<file path="src/hw/rtl/fwvr_pkg.sv">
// ---------------------------------------------------------------------------
// fwvr_pkg: shared types and constants for the value-removal FIFO
// Request and status codes, default sizes and the controller/datapath
// command and status bundles.
// ---------------------------------------------------------------------------
`timescale 1ns / 1ps

package fwvr_pkg;

    // default sizes
    localparam int DEPTH_DEF      = 16;
    localparam int DATA_WIDTH_DEF = 32;

    // request codes (s_tuser)
    typedef enum logic [1:0] {
        REQ_ENQ = 2'd0,
        REQ_DEQ = 2'd1,
        REQ_CNT = 2'd2,
        REQ_REM = 2'd3
    } req_t;

    // completion status codes (m_tuser)
    typedef enum logic [1:0] {
        STS_OK    = 2'd0,
        STS_EMPTY = 2'd1,
        STS_FULL  = 2'd2
    } sts_code_t;

    // controller -> datapath commands
    typedef struct packed {
        logic start;       // latch request, clear per-request counters
        logic enq;         // append operand at tail
        logic deq_issue;   // start head read (or flag empty)
        logic deq_take;    // consume read data, advance head
        logic scan_step;   // one step of the count/remove walk
        logic scan_end;    // commit compacted fill level
        logic load_out;    // load the output register
    } fwvr_cmd_t;

    // datapath -> controller status
    typedef struct packed {
        req_t op;
        logic empty;
        logic scan_done;
    } fwvr_sts_t;

endpackage

</file>
<file path="src/hw/rtl/fifo_with_value_removal.sv">
// ---------------------------------------------------------------------------
// fifo_with_value_removal: bounded FIFO with count and remove by value
//
// Input stream: s_tuser carries the request (enqueue, dequeue, count,
// remove), s_tdata the operand. One request is taken at a time; s_tready is
// high only while the sequencer is idle.
// Output stream: one transaction per request, held in an output register.
// m_tuser carries the status, m_tdata the dequeued value, match count and
// fill level after the request.
// From accept to m_tvalid: enqueue runs execute and finish; dequeue runs
// execute, read and finish (no read on an empty queue); count and remove
// run execute, a scan reading one entry per cycle from the single-read-port
// entry RAM, then retire and commit, then finish. A new request is taken once
// the result is loaded; the input side is free again while a result waits.
// Reset clears the pointers (queue empty) and the sequencer; the entry RAM
// is not cleared and needs no clearing pass.
// When the receiver stalls, the finished result stays on m_tdata/m_tuser,
// and a following request completes up to its hand-off, then waits.
// ---------------------------------------------------------------------------
`timescale 1ns / 1ps

module fifo_with_value_removal #(
    parameter int DEPTH      = fwvr_pkg::DEPTH_DEF,
    parameter int DATA_WIDTH = fwvr_pkg::DATA_WIDTH_DEF
) (
    input  logic aclk,
    input  logic aresetn,
    // operand_value
    input  logic [((DATA_WIDTH+7)/8)*8-1:0]                       s_tdata,
    // req_type
    input  logic [1:0]                                            s_tuser,
    input  logic                                                  s_tvalid,
    output logic                                                  s_tready,
    // out_value, match_count, fill_out
    output logic [((DATA_WIDTH+2*$clog2(DEPTH+1)+7)/8)*8-1:0]     m_tdata,
    // status
    output logic [1:0]                                            m_tuser,
    output logic                                                  m_tvalid,
    input  logic                                                  m_tready
);

    import fwvr_pkg::*;

    localparam int AW    = (DEPTH > 1) ? $clog2(DEPTH) : 1;
    localparam int CW    = $clog2(DEPTH + 1);
    localparam int OUT_W = ((DATA_WIDTH + 2*CW + 7) / 8) * 8;

    fwvr_cmd_t             cmd;
    fwvr_sts_t             sts;
    logic [DATA_WIDTH-1:0] res_value;
    logic [CW-1:0]         res_match;
    logic [1:0]            res_status;
    logic [CW-1:0]         res_fill;

    fwvr_ctrl u_ctrl (
        .aclk     (aclk),
        .aresetn  (aresetn),
        .s_tvalid (s_tvalid),
        .s_tready (s_tready),
        .m_tvalid (m_tvalid),
        .m_tready (m_tready),
        .cmd      (cmd),
        .sts      (sts)
    );

    fwvr_dp #(
        .DEPTH      (DEPTH),
        .DATA_WIDTH (DATA_WIDTH),
        .AW         (AW),
        .CW         (CW)
    ) u_dp (
        .aclk       (aclk),
        .aresetn    (aresetn),
        .cmd        (cmd),
        .sts        (sts),
        .req_in     (s_tuser),
        .operand_in (s_tdata[DATA_WIDTH-1:0]),
        .res_value  (res_value),
        .res_match  (res_match),
        .res_status (res_status),
        .res_fill   (res_fill)
    );

    // pack result fields from the low end, zero padded to whole bytes
    assign m_tdata = OUT_W'({res_fill, res_match, res_value});
    assign m_tuser = res_status;

endmodule

</file>
<file path="src/hw/rtl/fwvr_ram.sv">
// ---------------------------------------------------------------------------
// fwvr_ram: generic simple dual-port RAM
// One write port, one read port with registered read data.
// ---------------------------------------------------------------------------
`timescale 1ns / 1ps

module fwvr_ram #(
    parameter int WIDTH = 32,
    parameter int DEPTH = 16,
    parameter int AW    = (DEPTH > 1) ? $clog2(DEPTH) : 1
) (
    input  logic             aclk,
    input  logic             wr_en,
    input  logic [AW-1:0]    wr_addr,
    input  logic [WIDTH-1:0] wr_data,
    input  logic             rd_en,
    input  logic [AW-1:0]    rd_addr,
    output logic [WIDTH-1:0] rd_data
);

    logic [WIDTH-1:0] mem [DEPTH];
    logic [WIDTH-1:0] rd_data_reg;

    // write port and registered read port
    always_ff @(posedge aclk) begin
        if (wr_en) begin
            mem[wr_addr] <= wr_data;
        end
        if (rd_en) begin
            rd_data_reg <= mem[rd_addr];
        end
    end

    assign rd_data = rd_data_reg;

endmodule

</file>
<file path="src/hw/rtl/fwvr_dp.sv">
// ---------------------------------------------------------------------------
// fwvr_dp: datapath of the value-removal FIFO
// Head/fill pointers, entry RAM, scan counters and the result register.
// ---------------------------------------------------------------------------
`timescale 1ns / 1ps

module fwvr_dp #(
    parameter int DEPTH      = fwvr_pkg::DEPTH_DEF,
    parameter int DATA_WIDTH = fwvr_pkg::DATA_WIDTH_DEF,
    parameter int AW         = (DEPTH > 1) ? $clog2(DEPTH) : 1,
    parameter int CW         = $clog2(DEPTH + 1)
) (
    input  logic                  aclk,
    input  logic                  aresetn,
    input  fwvr_pkg::fwvr_cmd_t   cmd,
    output fwvr_pkg::fwvr_sts_t   sts,
    input  logic [1:0]            req_in,
    input  logic [DATA_WIDTH-1:0] operand_in,
    output logic [DATA_WIDTH-1:0] res_value,
    output logic [CW-1:0]         res_match,
    output logic [1:0]            res_status,
    output logic [CW-1:0]         res_fill
);

    import fwvr_pkg::*;

    // queue pointers
    logic [AW-1:0]         head_reg;
    logic [CW-1:0]         fill_reg;
    // latched request
    req_t                  op_reg;
    logic [DATA_WIDTH-1:0] val_reg;
    // per-request working registers
    sts_code_t             status_reg;
    logic [DATA_WIDTH-1:0] value_reg;
    logic [CW-1:0]         issue_reg;
    logic                  pend_reg;
    logic [CW-1:0]         kept_reg;
    logic [CW-1:0]         match_reg;
    // output register
    logic [DATA_WIDTH-1:0] out_value_reg;
    logic [CW-1:0]         out_match_reg;
    sts_code_t             out_status_reg;
    logic [CW-1:0]         out_fill_reg;

    logic                  full;
    logic                  empty;
    logic                  hit;
    logic                  issue;
    logic                  ram_we;
    logic [AW-1:0]         ram_waddr;
    logic [DATA_WIDTH-1:0] ram_wdata;
    logic                  ram_re;
    logic [AW-1:0]         ram_raddr;
    logic [DATA_WIDTH-1:0] ram_rdata;

    // physical slot of a logical offset from the head: one compare/subtract
    function automatic logic [AW-1:0] slot_of(input logic [AW-1:0] head,
                                              input logic [CW-1:0] off);
        logic [CW:0] sum;
        sum = (CW+1)'(head) + (CW+1)'(off);
        if (sum >= (CW+1)'(DEPTH)) begin
            sum = sum - (CW+1)'(DEPTH);
        end
        return sum[AW-1:0];
    endfunction

    assign full  = (fill_reg == CW'(DEPTH));
    assign empty = (fill_reg == '0);
    assign hit   = (ram_rdata == val_reg);
    assign issue = cmd.scan_step && (issue_reg != fill_reg);

    // RAM port steering
    always_comb begin
        ram_we    = (cmd.enq && !full) ||
                    (cmd.scan_step && pend_reg && !hit && (op_reg == REQ_REM));
        ram_waddr = cmd.enq ? slot_of(head_reg, fill_reg) : slot_of(head_reg, kept_reg);
        ram_wdata = cmd.enq ? val_reg : ram_rdata;
        ram_re    = (cmd.deq_issue && !empty) || issue;
        ram_raddr = cmd.deq_issue ? head_reg : slot_of(head_reg, issue_reg);
    end

    fwvr_ram #(
        .WIDTH (DATA_WIDTH),
        .DEPTH (DEPTH),
        .AW    (AW)
    ) u_ram (
        .aclk    (aclk),
        .wr_en   (ram_we),
        .wr_addr (ram_waddr),
        .wr_data (ram_wdata),
        .rd_en   (ram_re),
        .rd_addr (ram_raddr),
        .rd_data (ram_rdata)
    );

    // pointers and pipeline flag
    always_ff @(posedge aclk) begin
        if (!aresetn) begin
            head_reg <= '0;
            fill_reg <= '0;
            pend_reg <= 1'b0;
        end else begin
            if (cmd.start) begin
                pend_reg <= 1'b0;
            end
            if (cmd.enq && !full) begin
                fill_reg <= fill_reg + CW'(1);
            end
            if (cmd.deq_take) begin
                head_reg <= slot_of(head_reg, CW'(1));
                fill_reg <= fill_reg - CW'(1);
            end
            if (cmd.scan_step) begin
                pend_reg <= issue;
            end
            if (cmd.scan_end && (op_reg == REQ_REM)) begin
                fill_reg <= kept_reg;
            end
        end
    end

    // request payload, counters and result register
    always_ff @(posedge aclk) begin
        if (cmd.start) begin
            op_reg     <= req_t'(req_in);
            val_reg    <= operand_in;
            status_reg <= STS_OK;
            value_reg  <= '0;
            issue_reg  <= '0;
            kept_reg   <= '0;
            match_reg  <= '0;
        end
        if (cmd.enq && full) begin
            status_reg <= STS_FULL;
        end
        if (cmd.deq_issue && empty) begin
            status_reg <= STS_EMPTY;
        end
        if (cmd.deq_take) begin
            value_reg <= ram_rdata;
        end
        // scan: issue one read and retire the previous one each cycle
        if (cmd.scan_step) begin
            if (issue) begin
                issue_reg <= issue_reg + CW'(1);
            end
            if (pend_reg) begin
                if (hit) begin
                    match_reg <= match_reg + CW'(1);
                end else begin
                    kept_reg <= kept_reg + CW'(1);
                end
            end
        end
        if (cmd.load_out) begin
            out_value_reg  <= value_reg;
            out_match_reg  <= match_reg;
            out_status_reg <= status_reg;
            out_fill_reg   <= fill_reg;
        end
    end

    assign sts.op        = op_reg;
    assign sts.empty     = empty;
    assign sts.scan_done = !pend_reg && (issue_reg == fill_reg);

    assign res_value  = out_value_reg;
    assign res_match  = out_match_reg;
    assign res_status = out_status_reg;
    assign res_fill   = out_fill_reg;

endmodule

</file>
<file path="src/hw/rtl/fwvr_ctrl.sv">
// ---------------------------------------------------------------------------
// fwvr_ctrl: request sequencer of the value-removal FIFO
// Accepts one transaction, steps the datapath through it and hands the
// result to the output register.
// ---------------------------------------------------------------------------
`timescale 1ns / 1ps

module fwvr_ctrl (
    input  logic                aclk,
    input  logic                aresetn,
    input  logic                s_tvalid,
    output logic                s_tready,
    output logic                m_tvalid,
    input  logic                m_tready,
    output fwvr_pkg::fwvr_cmd_t cmd,
    input  fwvr_pkg::fwvr_sts_t sts
);

    import fwvr_pkg::*;

    typedef enum logic [2:0] {
        ST_IDLE,
        ST_EXEC,
        ST_READ,
        ST_SCAN,
        ST_FINISH
    } state_t;

    state_t state_reg, state_next;
    logic   m_tvalid_reg, m_tvalid_next;

    // next state and command decode
    always_comb begin
        state_next    = state_reg;
        m_tvalid_next = m_tvalid_reg;
        cmd           = '0;
        if (m_tvalid_reg && m_tready) begin
            m_tvalid_next = 1'b0;
        end
        unique case (state_reg)
            ST_IDLE: begin
                if (s_tvalid) begin
                    cmd.start  = 1'b1;
                    state_next = ST_EXEC;
                end
            end
            ST_EXEC: begin
                unique case (sts.op)
                    REQ_ENQ: begin
                        cmd.enq    = 1'b1;
                        state_next = ST_FINISH;
                    end
                    REQ_DEQ: begin
                        cmd.deq_issue = 1'b1;
                        state_next    = sts.empty ? ST_FINISH : ST_READ;
                    end
                    default: begin
                        state_next = ST_SCAN;
                    end
                endcase
            end
            ST_READ: begin
                cmd.deq_take = 1'b1;
                state_next   = ST_FINISH;
            end
            ST_SCAN: begin
                cmd.scan_step = 1'b1;
                if (sts.scan_done) begin
                    cmd.scan_end = 1'b1;
                    state_next   = ST_FINISH;
                end
            end
            ST_FINISH: begin
                // wait for the output register to be free
                if (!m_tvalid_reg || m_tready) begin
                    cmd.load_out  = 1'b1;
                    m_tvalid_next = 1'b1;
                    state_next    = ST_IDLE;
                end
            end
            default: begin
                state_next = ST_IDLE;
            end
        endcase
    end

    // state and registered outputs
    always_ff @(posedge aclk) begin
        if (!aresetn) begin
            state_reg    <= ST_IDLE;
            m_tvalid_reg <= 1'b0;
        end else begin
            state_reg    <= state_next;
            m_tvalid_reg <= m_tvalid_next;
        end
    end

    assign s_tready = (state_reg == ST_IDLE);
    assign m_tvalid = m_tvalid_reg;

endmodule
</file>
<file path="config.mk">
export PLATFORM = sky130hd
export DESIGN_NAME = fifo_with_value_removal
export DESIGN_NICKNAME = d
export VERILOG_FILES = /design/src/hw/rtl/fwvr_pkg.sv /design/src/hw/rtl/fifo_with_value_removal.sv /design/src/hw/rtl/fwvr_ram.sv /design/src/hw/rtl/fwvr_dp.sv /design/src/hw/rtl/fwvr_ctrl.sv
export SDC_FILE = /design/constraint.sdc
export NUM_CORES = 1
export LEC_CHECK = 0
export ABC_AREA = 1
export BUFFER_PORTS_ARGS = -buffer_cell sky130_fd_sc_hd__buf_2
export CORE_MARGIN = 2
export CORE_UTILIZATION = 60
export DETAILED_ROUTE_END_ITERATION = 6
export MAX_ROUTING_LAYER = met4
export PLACE_DENSITY = 0.79
export SETUP_SLACK_MARGIN = 0.05
export SLEW_MARGIN = 20
export SYNTH_ARGS = -nofsm -noshare
export SYNTH_HDL_FRONTEND = slang
export SYNTH_SLANG_ARGS = --single-unit
</file>
<file path="constraint.sdc">
create_clock -name aclk -period 11.75 [get_ports aclk]
set_clock_uncertainty 0.1 [all_clocks]
set_input_delay 1.175 -clock aclk [delete_from_list [all_inputs] [get_ports aclk]]
set_output_delay 1.175 -clock aclk [all_outputs]
set_load 0.01 [all_outputs]
</file>
==> impl_results.md, run 1 <==
- TritonCTS Sinks: around 700
- Share of post-route cells with drive strength above 1: 0.0941
- Synth cell count leaders: nand2_1, edfxtp_1, inv_1
- Ports: 90
- Worst skew pair latency: ~600 ps
- Hold path endpoint: u_dp.res_value[8]
- Post-Route Setup TNS: 0 ps
- Stages on worst setup path: 14
- Top delay family on crit path: simple AND/OR/NAND/NOR gates
- CTS tree: built
- Critical path data required time: between 10000 and 15000 ps
- Num rows: 81
- VDD IR max: about 0.11 mV
- MaxCap Viol Count: 0
- CTS buffer count: 67
- Syn. warnings: 0
- Syn Area/Cell: 10.6 um2
- RD Place Congestion: about 0.90
- Worst-Margin Slew: about 1200 ps
- CP peak stage delay: slightly above 1000 ps
- Synth Area in Simple Gates: 0.179
- Count leader, synth: nand2_1
- Final setup fails: 0
- Ys flop type: edfxtp_1
- Die Wd: 226 um
- Cell accounting for the most synthesized area: edfxtp_1
- HP Start: u_dp.value_reg[8]
- Clock Tree Buf Depth: 3
- Clock-pin slew on the worst setup and hold paths: around 60 ps
- FF+latch count, synth: 685
- Synth Area in Compound Gates: 0.0202
- Post-synthesis cell count: between 2000 and 3000
- Clk root buf: clkbuf_16
- Slowest CP cell: nor2_4
- Worst setup EP type: flip-flop
- Filler cell count: between 3000 and 4000
- Fin worst setup slack: 6760 ps
- Grt total ovfl: 0
- Fmax: roughly 0.2 GHz
- Post_cts resized: 0
- Core area: slightly below 0.05 mm2
- Post-layout minimum cycle time: between 4000 and 5000 ps
- Final Max Tran Viols: 0
- Crit path cell chain: nor2_2, nand2_2, inv_2, nand2_1, nor2_4, buf_4, inv_1, o21ai_0, ha_1, inv_1, fa_1, xor2_1, nand3_1, nor2_4
- WP buf/inv: 4
- Via count: a little under 20000
- Synthesized area: 0.0296 mm2
- Hold Violations, Final: 0
- Vias/cell: 5.51
- DRT antenna net count: 0
- DR pass1 iterations: 6
- Drt total wl: 67100 um
- Wire length of the first global-routing pass: 104000 um
- Worst setup SP type: flip-flop
- Total Power: between 6000 and 7000 uW
- Synth-to-layout area growth: 12.2%
- Initial antenna violation count: 1
- CP Max Fanout: 67
- Area share of xor/xnor cells in the synthesized design: 0.0113
- Power per cell area: 193 mW/mm2
- Period utilization: 0.425
- Hold slack: around 320 ps
- CP arrival: about 5100 ps
- Sequential share of the synthesized area: 0.686
- Dpl hpwl: 38100 um
- H-tree depth: 3
- Port Buffers: 83
- Full die area: a little over 0.05 mm2
- Distinct cells, synth: 36
- Die Y: between 200 and 250 um
- Reg-to-reg slack, setup: around 6800 ps
- HP Class: reg -> reg
- EDFF count, synth: 654
- Status: complete, no violations
- Initial drt markers: ~2300
- Top cells by area, synth: edfxtp_1, nand2_1, nand3_1
- Hold depth: 0
- FFs w/ async S/R, synth: 0
- Largest family of logic cells by synthesized area: simple AND/OR/NAND/NOR gates
- Remaining routing DRC violations: 0
- Initial Util: 0.606
- Headroom to the max-slew limit: 0.223
- Post-synthesis mux area share: 0.000339
- Number of nets in the layout: around 3000
- Worst Reg-to-Reg Cells: 14
- RR Endpoint: u_dp.u_ram.mem[9][15]
- Cts hold-fix bufs: 0
- Maximum number of pins on one net before global-route repair: between 100 and 150
- Total GRT Usage: 0.274
- Max FFs per register: a little over 500
- Leakage: around 0.014 uW
- Reg-to-Reg Start: u_ctrl.state_reg[2]
- Vias in the first global route: 19800
- Place WS: roughly 6900 ps
- Routed len/inst: approximately 19 um
- Top-area cell type share of the netlist area: 0.665
- RSZ-0062 raised after global routing: no
- Reg with most FFs: u_dp.u_ram.mem
- Post-CTS Setup Inserts: 0
- WS Path Type: reg -> reg
- Adder-cell share of the synthesized area: 0.00754
==> worst register-to-register path, stage by stage, from the launching register on <==
cell and delay [ps]:
dfxtp_1 330, nor2_2 150, nand2_2 90, inv_2 80
nand2_1 100, nor2_4 90, buf_4 630, inv_1 330
o21ai_0 280, ha_1 200, inv_1 60, fa_1 420
xor2_1 310, nand3_1 410, nor2_4 1020
==> through the flow <==
step | cells | util | area [um2]
6_report | 3599 | 0.680 | 33200
5_1_grt | 3598 | 0.680 | 33200
4_1_cts | 3590 | 0.676 | 33000
3_5_place_dp | 3470 | 0.633 | 30800
3_3_place_gp | 3462 | 0.628 | 30600
2_1_floorplan | 2803 | - | 29600
==> kinds of logic (layout without fill, tap and decap cells) <==
family / after synthesis / after routing
and+or+nand+nor: 1247 / 1247
other: 1 / 8
AOI/OAI and AO/OA: 115 / 115
xor gates and xnor gates: 38 / 38
adders and majority gates: 16 / 16
muxes: 1 / 1
DFF: 685 / 685
buffers and inverters: 695 / 825
==> worst max-delay path by stage <==
stage                                    from                      to  slack, ps
after floorplan                      s_tvalid       u_dp.value_reg[0]       6850
after global placement    u_ctrl.state_reg[2]  u_dp.u_ram.mem[12][14]       7190
after detailed placement  u_ctrl.state_reg[2]   u_dp.u_ram.mem[7][17]       6890
after CTS                 u_ctrl.state_reg[2]    u_dp.u_ram.mem[7][8]       6850
after global routing      u_ctrl.state_reg[2]   u_dp.u_ram.mem[10][8]       6540
final                     u_ctrl.state_reg[2]   u_dp.u_ram.mem[9][15]       6760
==> layout make-up <==
type | count | area [um2] | share of cell area
Timing Repair Buffer | 132 | 1060 | 0.0320
Clock buffer | 89 | 1860 | 0.0562
Antenna cell | 2 | 5.00 | 0.000151
Multi-Input combinational cell | 1423 | 6740 | 0.203
Clock inverter | 31 | 253 | 0.00762
Tap cell | 664 | 831 | 0.0251
Inverter | 573 | 2150 | 0.0649
Sequential cell | 685 | 20300 | 0.611
==> layer usage <==
layer / vias to the layer above / share of wire / GRT usage / wire length [um]
met5: - / 0 / - / 0
li1: 9224 / - / - / -
met3: 170 / 0.079 / 0.0398 / 5300
met2: 1004 / 0.50 / 0.454 / 33400
met4: 0 / 0.034 / 0.129 / 2310
met1: 9416 / 0.39 / 0.336 / 26100
==> layout by cell type (no fill, tap or decap), types with 3 or more instances in the layout <==
master       n
conb_1       6
dfxtp_1     31
o21ai_4      4
or2_2        3
buf_16      12
o21ai_2     11
nand3_1    445
bufinv_16    4
buf_4       34
inv_2        3
clkinv_1    12
clkbuf_16   71
nand4_1      4
nor2_4      19
xor2_1      13
o21ai_0     71
edfxtp_1   654
o21ai_1      6
nor2_1      67
nand2_2      4
a21oi_1     16
clkinv_2    14
clkbuf_1    16
ha_1        13
xnor2_1     25
buf_2       83
nand2_1    696
buf_12       3
inv_1      568
fa_1         3
==> power breakdown <==
group / leakage [uW] / internal [uW] / total [uW] / switching (uW)
Sequential: 0.00619 / 2930 / 2990 / 60.1
Clock: 0.00105 / 1210 / 2100 / 892
Combinational: 0.00660 / 354 / 1320 / 967
Total: 0.0138 / 4490 / 6410 / 1920
No activity file was read; power rests on OpenSTA's default activity.
==> run 2, diff against run 1 <==
Clock period 11.75 ns to 5.2 ns, I/O delays scaled along.
==> run 2 against run 1 <==
Worst setup slack got worse by 5600 ps. Critical path type unchanged. Largest power group unchanged. Global-route usage increased by 0.68 points. Via count rose by 0.19%. Sequential share of layout area is essentially flat. Clock-buffer cell count fell by 3. Critical endpoint is now u_dp.u_ram.mem[1][22]. Highest routed layer unchanged. Utilization hardly changed.
==> impl_results.md, run 2 (synthesis results as in run 1) <==
- Remaining routing DRC violations: 0
- WS Path Type: reg -> reg
- Slowest CP cell: nor2_4
- CTS buffer count: 68
- MaxCap Viol Count: 0
- Reg with most FFs: u_dp.u_ram.mem
- Share of post-route cells with drive strength above 1: 0.0932
- Final setup fails: 0
- Port Buffers: 83
- Post-layout minimum cycle time: 4080 ps
- Num rows: between 80 and 90
- CP peak stage delay: 870 ps
- Worst Reg-to-Reg Cells: 16
- Clk root buf: clkbuf_16
- RSZ-0062 raised after global routing: no
- Fmax: 0.245 GHz
- Dpl hpwl: between 30000 and 40000 um
- CP Max Fanout: 20
- Die Y: around 230 um
- Sequential Area: 0.0203 mm2
- Vias/cell: approximately 5.5
- Filler cell count: 3341
- DRT antenna net count: 0
- Initial drt markers: 2307
- VDD IR max: 0.300 mV
- Antenna diodes: 0
- Number of nets in the layout: 2966
- Max FFs per register: 512
- Worst setup EP type: flip-flop
- Synth-to-layout area growth: 12.2%
- Vias in the first global route: 19600
- Clock Tree Buf Depth: 3
- TritonCTS Sinks: ~690
- Initial antenna violation count: 0
- Post-Route Setup TNS: 0 ps
- Post_cts resized: 0
- Hold depth: 1
- Most frequent cells in the layout: nand2_1, edfxtp_1, inv_1, nand3_1, buf_2
- Grt total ovfl: 0
- Via count: 19900
- CTS tree: built
- CP arrival: between 4000 and 5000 ps
- Routed len/inst: between 15 and 20 um
- Status: complete, no violations
- Wire length of the first global-routing pass: between 100000 and 150000 um
- Drt total wl: approximately 68000 um
- Leakage: 0.0139 uW
- Worst setup SP type: flip-flop
- Final Max Tran Viols: 0
- Period utilization: 0.785
- Headroom to the max-slew limit: 0.243
- Critical path data required time: approximately 5400 ps
- Crit path cell chain: nor2_2, nand2_2, inv_2, nand2_1, nor2_4, inv_1, o21ai_0, ha_1, a21oi_1, nand2_1, xor2_1, or2_1, nand2_1, nand2_1, nor2_4, buf_4
- H-tree depth: 3
- Hold slack: between 10 and 15 ps
- HP Class: in -> reg
- Worst skew pair latency: slightly above 600 ps
- RD Place Congestion: 0.877
- Ports: 90
- Most common cell after layout, fill and taps aside: nand2_1
- Clock-pin slew on the worst setup and hold paths: roughly 60 ps
- Die Wd: around 230 um
- Total GRT Usage: 0.281
- Worst-Margin Slew: ~1100 ps
- Fin worst setup slack: around 1100 ps
- Hold Violations, Final: 0
- Power per cell area: ~440 mW/mm2
- Place WS: 1200 ps
- Most frequent CP cell: nand2_1
- DR pass1 iterations: 6
- Area of the multi-input gates: ~0.0068 mm2
- Core area: roughly 0.049 mm2
- Full die area: 0.0510 mm2
- Initial Util: 0.606
- Maximum number of pins on one net before global-route repair: approximately 180
-- run 2: report_power, final --
group	leakage, uW	internal (uW)	switching [uW]
clock network	0.000995	2560	2010
registers	0.00619	6630	135
logic	0.00667	828	2290
-- run 2: final timing paths --
path                             from               endpoint  slack (ps)
setup / recovery  u_ctrl.state_reg[2]  u_dp.u_ram.mem[1][22]        1120
hold reg to reg    u_dp.value_reg[12]     u_dp.res_value[12]         310
hold / removal             s_tuser[1]         u_dp.op_reg[1]          10
setup reg to reg  u_ctrl.state_reg[2]  u_dp.u_ram.mem[1][22]        1120
-- run 2: area by class of cell --
class                   instances  area share
flip-flops and latches        685       0.611
well taps                     664      0.0250
clock buffers                  86      0.0556
clock inverters                32     0.00626
repair buffers                161      0.0337
inverters                     573      0.0649
multi-input cells            1423       0.204
-- run 2: what timing repair did --
action | in CTS | in global routing
buffers inserted | 0 | 0
setup endpoints to repair | 0 | 0
endpoints found under the hold margin | 29 | 0
hold buffers | 29 | 0
-- run 2: per-stage QoR --
step,cell area (um2),utilization,std cells,power (uW)
global placement,30700,0.631,3476,9790
floorplan,29600,-,2803,8940
global route,33200,0.680,3624,15000
detailed placement,30700,0.631,3476,9890
CTS,33100,0.679,3623,14400
finish,33200,0.680,3624,14500
-- run 2: critical path, delay by kind of cell, from the launching register on --
| family | cells | cell delay [ps] |
|---|---|---|
| and+or+nand+nor | 9 | 1980 |
| buffers and inverters | 3 | 510 |
| AOI/OAI and AO/OA | 2 | 390 |
| DFF | 1 | 330 |
| adders and majority gates | 1 | 330 |
| xor gates and xnor gates | 1 | 150 |
-- run 2: layer usage --
layer / routed length (um) / up-vias / global-route usage
li1: - / 9270 / -
met1: 26500 / 9427 / 0.355
met2: 33400 / 975 / 0.460
met3: 5890 / 179 / 0.0423
met4: 2330 / 0 / 0.117
met5: 0 / - / -
